$ cat src/rtl/vsd_pkg.sv
`timescale 1ns / 1ps
// Package for the varint stream decoder: beat types, kind codes and byte limits.
// Used by every module of the block; depends on nothing else.
package vsd_pkg;

   // Value kind codes as carried in req_type. The last code is decoded as a long.
   localparam logic [1:0] KIND_INT   = 2'd0;
   localparam logic [1:0] KIND_SHORT = 2'd1;
   localparam logic [1:0] KIND_LONG  = 2'd2;
   localparam logic [1:0] KIND_RSVD  = 2'd3;

   // Maximum number of encoded bytes per kind.
   localparam logic [3:0] LIMIT_INT   = 4'd5;
   localparam logic [3:0] LIMIT_SHORT = 4'd3;
   localparam logic [3:0] LIMIT_LONG  = 4'd10;

   localparam int unsigned CHUNK_BITS = 7;

   typedef struct packed {
      logic [1:0] req_type;
      logic [7:0] data_byte;
   } req_beat_type;

   typedef struct packed {
      logic [63:0] value;
      logic        error;
      logic [3:0]  bytes_used;
   } rsp_beat_type;

   // Handshake between the decode core and the result register.
   typedef struct packed {
      logic advance;   // the held byte is consumed this cycle
      logic load;      // a result is written into the result register
   } step_ctl_type;

   function automatic logic [1:0] kind_of(input logic [1:0] code);
      logic [1:0] kind;
      unique case (code)
         KIND_INT:   kind = KIND_INT;
         KIND_SHORT: kind = KIND_SHORT;
         KIND_LONG:  kind = KIND_LONG;
         KIND_RSVD:  kind = KIND_LONG;
         default:    kind = KIND_LONG;
      endcase
      return kind;
   endfunction

   function automatic logic [3:0] limit_of(input logic [1:0] kind);
      logic [3:0] limit;
      unique case (kind)
         KIND_INT:   limit = LIMIT_INT;
         KIND_SHORT: limit = LIMIT_SHORT;
         default:    limit = LIMIT_LONG;
      endcase
      return limit;
   endfunction

   // Fold the gathered bits to the kind's width and sign-extend.
   function automatic logic [63:0] finish_value(input logic [1:0] kind, input logic [63:0] acc);
      logic [63:0] v;
      unique case (kind)
         KIND_INT:   v = {{32{acc[31]}}, acc[31:0]};
         KIND_SHORT: v = {{48{acc[15]}}, acc[15:0]};
         default:    v = acc;
      endcase
      return v;
   endfunction

endpackage

$ cat src/rtl/varint_stream_decoder.sv
`timescale 1ns / 1ps
// Varint stream decoder, top level: unsigned little-endian 7-bit-chunk varint decoding.
// Depends on vsd_pkg, vsd_in_reg, vsd_core and vsd_out_reg.
//
// The block takes one encoded byte per req beat and returns one rsp beat on the byte that
// ends a value. Bits 6..0 of each byte are payload, lowest chunk first, and bit 7 set means
// more bytes follow. The kind of a value is taken from req_type on its first byte only:
// int gives the low 32 bits sign-extended to 64, short the low 16 bits sign-extended, and
// long (also the unused code 3) the exact unsigned 64-bit number, where only bit 0 of a
// tenth byte's payload is kept. A value that still has bit 7 set on its fifth (int), third
// (short) or tenth (long) byte is closed with error set, value zero and bytes_used equal to
// that limit; the next byte starts a new value. The block accepts one byte in every cycle
// as long as results are drained; a byte that ends a value passes through the input
// register and then the result register before it leaves as a result.
// Bytes that do not end a value never wait for the rsp side. Throughput is bounded only by
// the single decode step between those two registers, which shifts seven bits into the
// accumulator per byte.
module varint_stream_decoder
   import vsd_pkg::*;
(
   input  logic         clock,
   input  logic         reset,
   input  logic         req_valid,
   output logic         req_ready,
   input  req_beat_type req_data,
   output logic         rsp_valid,
   input  logic         rsp_ready,
   output rsp_beat_type rsp_data
);

   logic         hold_valid;
   req_beat_type hold_data;
   logic         out_free;
   step_ctl_type step_ctl;
   rsp_beat_type result;

   // Input register: parts the req handshake from the decode step.
   vsd_in_reg u_in_reg (
      .clock      (clock),
      .reset      (reset),
      .req_valid  (req_valid),
      .req_ready  (req_ready),
      .req_data   (req_data),
      .advance    (step_ctl.advance),
      .hold_valid (hold_valid),
      .hold_data  (hold_data)
   );

   // Decode step: folds the held byte into the value state and forms the result.
   vsd_core u_core (
      .clock      (clock),
      .reset      (reset),
      .hold_valid (hold_valid),
      .hold_data  (hold_data),
      .out_free   (out_free),
      .step_ctl   (step_ctl),
      .result     (result)
   );

   // Result register: holds a finished beat while the rsp side stalls.
   vsd_out_reg u_out_reg (
      .clock     (clock),
      .reset     (reset),
      .step_ctl  (step_ctl),
      .result    (result),
      .out_free  (out_free),
      .rsp_valid (rsp_valid),
      .rsp_ready (rsp_ready),
      .rsp_data  (rsp_data)
   );

endmodule

$ cat src/rtl/vsd_in_reg.sv
`timescale 1ns / 1ps
// Input register of the varint stream decoder: holds one accepted request beat.
// Depends on vsd_pkg.
module vsd_in_reg
   import vsd_pkg::*;
(
   input  logic         clock,
   input  logic         reset,
   input  logic         req_valid,
   output logic         req_ready,
   input  req_beat_type req_data,
   input  logic         advance,
   output logic         hold_valid,
   output req_beat_type hold_data
);

   logic         valid_ff;
   logic         valid_in;
   req_beat_type data_ff;

   // The register takes a new beat when empty or when its beat leaves this cycle.
   assign req_ready = !valid_ff || advance;
   assign valid_in  = req_valid || (valid_ff && !advance);

   always_ff @(posedge clock) begin
      if (reset) begin
         valid_ff <= 1'b0;
      end else begin
         valid_ff <= valid_in;
      end
   end

   always_ff @(posedge clock) begin
      if (req_valid && req_ready) begin
         data_ff <= req_data;
      end
   end

   assign hold_valid = valid_ff;
   assign hold_data  = data_ff;

endmodule

$ cat src/rtl/vsd_core.sv
`timescale 1ns / 1ps
// Decode core of the varint stream decoder: value state and per-byte decode logic.
// Depends on vsd_pkg.
module vsd_core
   import vsd_pkg::*;
(
   input  logic         clock,
   input  logic         reset,
   input  logic         hold_valid,
   input  req_beat_type hold_data,
   input  logic         out_free,
   output step_ctl_type step_ctl,
   output rsp_beat_type result
);

   logic [63:0] acc_ff;
   logic [63:0] acc_in;
   logic [3:0]  idx_ff;
   logic [3:0]  idx_in;
   logic [1:0]  kind_ff;
   logic [1:0]  kind_in;

   logic        first;
   logic [6:0]  shift_amt;
   logic [63:0] chunk;
   logic [3:0]  count;
   logic [3:0]  limit;
   logic        last_byte;
   logic        overlong;
   logic        emit;

   always_comb begin
      first     = (idx_ff == 4'd0);
      kind_in   = first ? kind_of(hold_data.req_type) : kind_ff;
      // idx * 7 as idx * 8 - idx; at most 63 since a value never passes ten bytes.
      shift_amt = {idx_ff, 3'b000} - {3'b000, idx_ff};
      chunk     = {57'd0, hold_data.data_byte[6:0]} << shift_amt;
      acc_in    = (first ? 64'd0 : acc_ff) | chunk;
      count     = idx_ff + 4'd1;
      limit     = limit_of(kind_in);
      last_byte = !hold_data.data_byte[7];
      overlong  = hold_data.data_byte[7] && (count >= limit);
      emit      = last_byte || overlong;
      idx_in    = emit ? 4'd0 : count;

      step_ctl.advance = hold_valid && (!emit || out_free);
      step_ctl.load    = hold_valid && emit && out_free;

      result.value      = overlong ? 64'd0 : finish_value(kind_in, acc_in);
      result.error      = overlong;
      result.bytes_used = overlong ? limit : count;
   end

   always_ff @(posedge clock) begin
      if (reset) begin
         idx_ff  <= 4'd0;
         kind_ff <= KIND_INT;
      end else if (step_ctl.advance) begin
         idx_ff  <= idx_in;
         kind_ff <= kind_in;
      end
   end

   always_ff @(posedge clock) begin
      if (step_ctl.advance) begin
         acc_ff <= acc_in;
      end
   end

`ifndef SYNTHESIS
   // A value never runs past the long limit.
   a_idx_range: assert property (@(posedge clock) disable iff (reset)
      idx_ff < LIMIT_LONG)
      else $error("byte index beyond long limit");

   // Short and int values end before their own limits.
   a_short_limit: assert property (@(posedge clock) disable iff (reset)
      (idx_ff != 4'd0 && kind_ff == KIND_SHORT) |-> idx_ff < LIMIT_SHORT)
      else $error("short value past its byte limit");

   a_int_limit: assert property (@(posedge clock) disable iff (reset)
      (idx_ff != 4'd0 && kind_ff == KIND_INT) |-> idx_ff < LIMIT_INT)
      else $error("int value past its byte limit");

   // Every emitted result closes its value.
   a_emit_idle: assert property (@(posedge clock) disable iff (reset)
      step_ctl.load |=> idx_ff == 4'd0)
      else $error("decoder not idle after a result");
`endif

endmodule

$ cat src/rtl/vsd_out_reg.sv
`timescale 1ns / 1ps
// Result register of the varint stream decoder: holds one result beat for the rsp channel.
// Depends on vsd_pkg.
module vsd_out_reg
   import vsd_pkg::*;
(
   input  logic         clock,
   input  logic         reset,
   input  step_ctl_type step_ctl,
   input  rsp_beat_type result,
   output logic         out_free,
   output logic         rsp_valid,
   input  logic         rsp_ready,
   output rsp_beat_type rsp_data
);

   logic         valid_ff;
   logic         valid_in;
   rsp_beat_type data_ff;

   assign out_free = !valid_ff || rsp_ready;
   assign valid_in = step_ctl.load || (valid_ff && !rsp_ready);

   always_ff @(posedge clock) begin
      if (reset) begin
         valid_ff <= 1'b0;
      end else begin
         valid_ff <= valid_in;
      end
   end

   always_ff @(posedge clock) begin
      if (step_ctl.load) begin
         data_ff <= result;
      end
   end

   assign rsp_valid = valid_ff;
   assign rsp_data  = data_ff;

endmodule

$ cat config.mk
export PLATFORM = sky130hd
export DESIGN_NAME = varint_stream_decoder
export DESIGN_NICKNAME = d
export VERILOG_FILES = /design/src/rtl/vsd_pkg.sv /design/src/rtl/varint_stream_decoder.sv /design/src/rtl/vsd_in_reg.sv /design/src/rtl/vsd_core.sv /design/src/rtl/vsd_out_reg.sv
export SDC_FILE = /design/constraint.sdc
export NUM_CORES = 1
export LEC_CHECK = 0
export BUFFER_PORTS_ARGS = -buffer_cell sky130_fd_sc_hd__buf_4
export CORE_ASPECT_RATIO = 0.9
export CORE_MARGIN = 10
export CORE_UTILIZATION = 45
export CTS_CLUSTER_DIAMETER = 50
export DETAILED_ROUTE_END_ITERATION = 12
export PLACE_DENSITY = 0.64
export SLEW_MARGIN = 10
export SYNTH_ARGS = -nofsm -noshare
export SYNTH_HDL_FRONTEND = slang
export SYNTH_HIERARCHICAL = 1
export SYNTH_SLANG_ARGS = --single-unit
$ cat constraint.sdc
create_clock -name clock -period 6.15 [get_ports clock]
set_input_delay 0.615 -clock clock [delete_from_list [all_inputs] [get_ports clock]]
set_output_delay 0.615 -clock clock [all_outputs]
set_load 0.01 [all_outputs]
=== Yosys cells after proc, flatten, opt, wreduce, memory -nomap -nowiden ===
Index checks and enable logic that the tools add are counted.

* Register bits: 151
* Output and inout port bits: 71

* Reductions and logical operators: 23
* Order comparisons: 1
* $add $sub $neg: 2
* Multiplexer cells: 7
* Shifts and indexed selects: 1
* Equal/unequal tests: 4
* Bitwise operators: 1

{| class="wikitable"
|+ Operators with widths
! cell !! number
|-
| $pmux 64 s2 || 1
|-
| $mux 64 || 1
|-
| $or 64x64->64 || 1
|-
| $shl 7x7->64 || 1
|-
| $mux 4 || 2
|-
| $pmux 4 s2 || 1
|-
| $logic_and 1x1->1 || 7
|-
| $sub 7x4->7 || 1
|-
| $logic_not 1->1 || 6
|-
| $logic_or 1x1->1 || 6
|-
| $pmux 2 s3 || 1
|-
| $add 4x1->4 const B || 1
|-
| $eq 2x1->1 const B || 2
|-
| $eq 2x2->1 const B || 2
|-
| $ge 4x4->1 || 1
|-
| $logic_not 2->1 || 2
|-
| $logic_not 4->1 || 1
|-
| $mux 2 || 1
|-
| $reduce_or 2->1 || 1
|}

=== Depth between registers and ports, before layout ===
* Word-level depth: 15
* Mapped depth: 19
* Depth with buffers taken out: 15

=== Hierarchy ===
Netlist, hierarchy kept.

{| class="wikitable"
|+ By module, submodules not included
! module !! area each (sq um) !! instances !! cells each
|-
| vsd_core || 4704.5 || 1 || 476
|-
| vsd_out_reg || 2118.3 || 1 || 73
|-
| vsd_in_reg || 355.3 || 1 || 15
|}

=== Least setup slack after synthesis ===
No wires, ideal clock.

* Path type: register to register
* From: register u_core.idx_ff[1]
* To: register u_out_reg.data_ff (netlist bit u_out_reg/rsp_data[0]), enable pin
* Library setup time: 498 ps
* Path slack: 34 ps
* Path buffers: 4
* Period minus slack after synthesis: 6116 ps
* Arrival: 5619 ps
* Cell stages (with the launch flop): 18
* Data required time: 5652 ps
* Cell sequence: dfxtp_1 > buf_2 > clkbuf_1 > inv_1 > ha_1 > buf_2 > nor2b_1 > nand2_1 > nand2_1 > nand2_1 > inv_1 > clkbuf_1 > ha_1 > nand2b_1 > a21o_1 > a21o_1 > a21oi_1 > nor2_1

{| class="wikitable"
|+ RTL lines
! item !! RTL line !! source
|-
| start, declared || vsd_core.sv:18 || <nowiki>logic [3:0] idx_ff;</nowiki>
|-
| start signal, assigned || vsd_core.sv:59 || <nowiki>idx_ff <= idx_in;</nowiki>
|-
| end signal, assigned || vsd_out_reg.sv:34 || <nowiki>data_ff <= result;</nowiki>
|-
| end, declared || vsd_out_reg.sv:19 || <nowiki>rsp_beat_type data_ff;</nowiki>
|}

==> results by group <==
Place
  • PortBufs: 84
  • DP HPWL: 11,800 um
  • Routability cong.: 0.8644
  • Setup WS pre-CTS: 1.450 ns
  • Dpl cells: 826
  • Placed Area: 7974 sq um

Drt
  • Drt pass-1 iters: 5
  • 1st-iter DRT viols: 453
  • DRC: 0
  • DR WL/cell: 20.11 um
  • Post-route ant nets: 0
  • Vias after detailed routing: 5,065
  • Routed vias/inst: 5.903
  • Total Wirelength: 17,250 um

Clocking
  • Cts repair resizes: 0
  • Clock buffer depth: 2
  • H-tree Lvls: 4
  • CTS Hold Bufs: 0
  • CTS Sinks: 151
  • Setup Buffers After CTS: 0
  • Clock Latency Late Sink: 0.43 ns
  • CTS tree: built
  • Root Buffer: clkbuf_16
  • Worst-path clk slew: 0.06 ns
  • Number of buffers created by CTS: 17

Final layout
  • Share of layout cells above drive strength 1: 0.2332
  • Commonest non-fill, non-tap cell in the layout: edfxtp_1
  • Most frequent cells in the layout: edfxtp_1 (143), buf_4 (90), nand2_1 (58)
  • Register area: 4454 sq um
  • Number of diodes: 0
  • Multi-input gate area: 2504 sq um
  • Non-Filler Instances: 858
  • Final instance area: 8528 sq um
  • Fin nets: 664
  • Area delta synth->final: 18.81%
  • Fillers: 1,316
  • Layout Utilization: 0.5485

STA
  • Clock skew: 0.008657 ns
  • WHS: 0.3637 ns
  • Final min period: 4.828 ns
  • Fin crit share: 0.7850
  • Final setup margin: 1.322 ns
  • Fmax: 207.1 MHz
  • Final hold violation count: 0
  • Worst-margin pin slew: 0.9470 ns
  • Pins over their slew limit: 0
  • Slew headroom: 0.3620
  • Setup TNS: 0 ns
  • Final-report setup violation count: 0
  • RSZ-0062 raised after global routing: false

Worst setup path
  • CP endpoint kind: output port
  • Worst path cell trace: inv_1, ha_1, nor2b_1, nand2_2, nand2_1, nand2_1, inv_1, buf_4, ha_1, nand2b_1, a2111o_1, nand2_2, nand2b_4, buf_4
  • Worst R2R Start: u_core/idx_ff[1]$_SDFFE_PP0P_
  • Slowest cell delay on critical path: 0.73 ns
  • CP Max Fanout: 31
  • CP Buf/Inv Count: 4
  • Critical Path Slowest Stage Cell: dfxtp_1
  • Path depth of the worst reg2reg path: 15
  • CP Launch Type: flop
  • Crit path DAT: 4.21 ns
  • CP delay by family, top: simple AND/OR/NAND/NOR gates
  • Critical path type: reg2out
  • Worst EP required: 5.53 ns
  • Worst reg2reg path endpoint: u_core/idx_ff[1]$_SDFFE_PP0P_
  • Reg-to-reg slack, setup: 1.42 ns

Synthesis
  • Yosys warning total: 6
  • Number of synthesized flops with an enable pin: 143
  • Synthesized Nets: 585
  • Post-synthesis async set-or-reset flop share: 0
  • Post-synth cell types: 64
  • Seq/Total Area, Yosys: 0.6205
  • #FFs+latches synth: 151
  • Post-synthesis cell area: 7178 sq um
  • Most common flop cell mapped by yosys: edfxtp_1
  • Synth Area per Inst: 12.73 sq um
  • Synthesized instance count: 564

Die
  • Die Wd: 153.1 um
  • IO Pins: 85
  • Std cell rows: 43
  • Starting Density: 0.4617
  • Die height: 139.8 um
  • Die ar.: 21,410 sq um
  • Core area: 15,550 sq um

Min path
  • Hold Crit Class: in2reg
  • Hold_sp: req_data[9]
  • Hold-critical path endpoint: u_in_reg/hold_data[9]$_DFFE_PP_
  • WHS Path Cells: 1

Power and ir drop
  • Total leakage power: 3.158 nW
  • PwrDens: 327.0 nW/um^2
  • Total power: 2.788 mW
  • Worst IR Drop VDD: 0.2075 mV

Job
  • MaxCap Viol Count: 0

Global route
  • All-Layer GR Usage: 0.1589
  • Initial antenna violation count: 0
  • Final global-route overflow total: 0
  • Global-route wire length before repair: 27,080 um
  • Vias in the first global route: 4,941
  • Largest net degree at the start of global routing: 69

Outcome
  • Status: finished, final reports clean
==> area by class of cell <==
type	count	share of cell area
timing repair buffer	91	0.08157
clock buffer	19	0.05076
tap	202	0.02964
multi-input combinational	364	0.2936
clock inverter	13	0.01423
sequential	151	0.5223
inverter	18	0.007923
==> routing by layer <==
layer	up-vias	routed length, um	global-route usage	share of wire
met3	21	1431	0.05576	0.083
met4	0	367	0.06369	0.021
li1	2327	-	-	-
met5	-	0	0	0
met1	2493	7350	0.1985	0.43
met2	224	8103	0.2463	0.47
==> worst max-delay path by stage <==
stage	slack (ns)	depth (start not counted)	from	endpoint
floorplan	0.03	17	u_core/idx_ff[1]$_SDFFE_PP0P_	u_out_reg/rsp_data[0]$_DFFE_PP_
global placement	1.82	13	u_core/idx_ff[1]$_SDFFE_PP0P_	u_core/acc_ff[7]$_DFFE_PP_
detailed placement	1.45	15	u_core/idx_ff[1]$_SDFFE_PP0P_	u_core/kind_ff[1]$_SDFFE_PP0P_
CTS	1.33	14	u_core/idx_ff[1]$_SDFFE_PP0P_	req_ready
global route	1.08	14	u_core/idx_ff[1]$_SDFFE_PP0P_	req_ready
finish	1.32	14	u_core/idx_ff[1]$_SDFFE_PP0P_	req_ready
==> synth_stat cells (all sizes together) (2+ instances only) <==
| library cell | number | area [sq um] |
|---|---|---|
| edfxtp | 143 | 4294 |
| nand2 | 60 | 225.2 |
| o21ai | 39 | 195.2 |
| o21a | 35 | 262.8 |
| a22o | 28 | 245.2 |
| nor2 | 27 | 101.4 |
| a21oi | 22 | 121.4 |
| nor2b | 20 | 125.1 |
| clkbuf | 17 | 63.81 |
| inv | 16 | 60.06 |
| buf | 14 | 101.3 |
| a31oi | 9 | 56.30 |
| mux2i | 9 | 90.09 |
| nor3 | 9 | 56.31 |
| dfxtp | 8 | 160.2 |
| nand2b | 8 | 65.07 |
| nand3 | 8 | 40.04 |
| o21ba | 8 | 80.08 |
| ha | 7 | 87.58 |
| a21o | 6 | 46.30 |
| a211oi | 5 | 55.05 |
| a221o | 5 | 50.05 |
| a32o | 4 | 40.04 |
| o221ai | 4 | 35.03 |
| o22ai | 4 | 25.02 |
| a21boi | 3 | 22.52 |
| a221oi | 3 | 56.31 |
| a22oi | 3 | 27.52 |
| and2 | 3 | 21.27 |
| and3b | 3 | 26.28 |
| mux2 | 3 | 37.53 |
| mux4 | 3 | 67.56 |
| o211ai | 3 | 22.52 |
| xnor2 | 3 | 33.79 |
| xor2 | 3 | 33.79 |
| a222oi | 2 | 20.02 |
| clkinv | 2 | 7.510 |
| nand3b | 2 | 15.01 |
| o2bb2ai | 2 | 17.52 |
| o31ai | 2 | 15.01 |
| or3 | 2 | 12.51 |
==> power by group <==
| group | internal, mW | leakage (nW) | switching, mW | total [mW] |
|---|---|---|---|---|
| registers | 1.28 | 1.45 | 0.0350 | 1.31 |
| logic | 0.188 | 1.43 | 0.307 | 0.495 |
| clock network | 0.561 | 0.272 | 0.422 | 0.983 |
| total | 2.03 | 3.16 | 0.763 | 2.79 |
==> logic make-up (layout without fill, tap and decap cells) <==
logic type,after synthesis,in the layout,synth area share
adders and majority gates,7,7,0.01220
DFF,151,151,0.6205
and+or+nand+nor,147,147,0.1013
xor gates and xnor gates,6,6,0.009415
buffers and inverters,49,141,0.03242
muxes,15,15,0.02719
AOI/OAI and AO/OA,189,189,0.1970
==> registers in the layout, indices dropped and copies added (netlist names) <==
signal	flops
u_core/idx_ff	4
u_out_reg/rsp_data	69
u_core/kind_ff	2
u_core/acc_ff	64
u_in_reg/hold_data	10
u_in_reg/hold_valid	1
u_out_reg/rsp_valid	1
No activity file was read; power rests on OpenSTA's default activity.
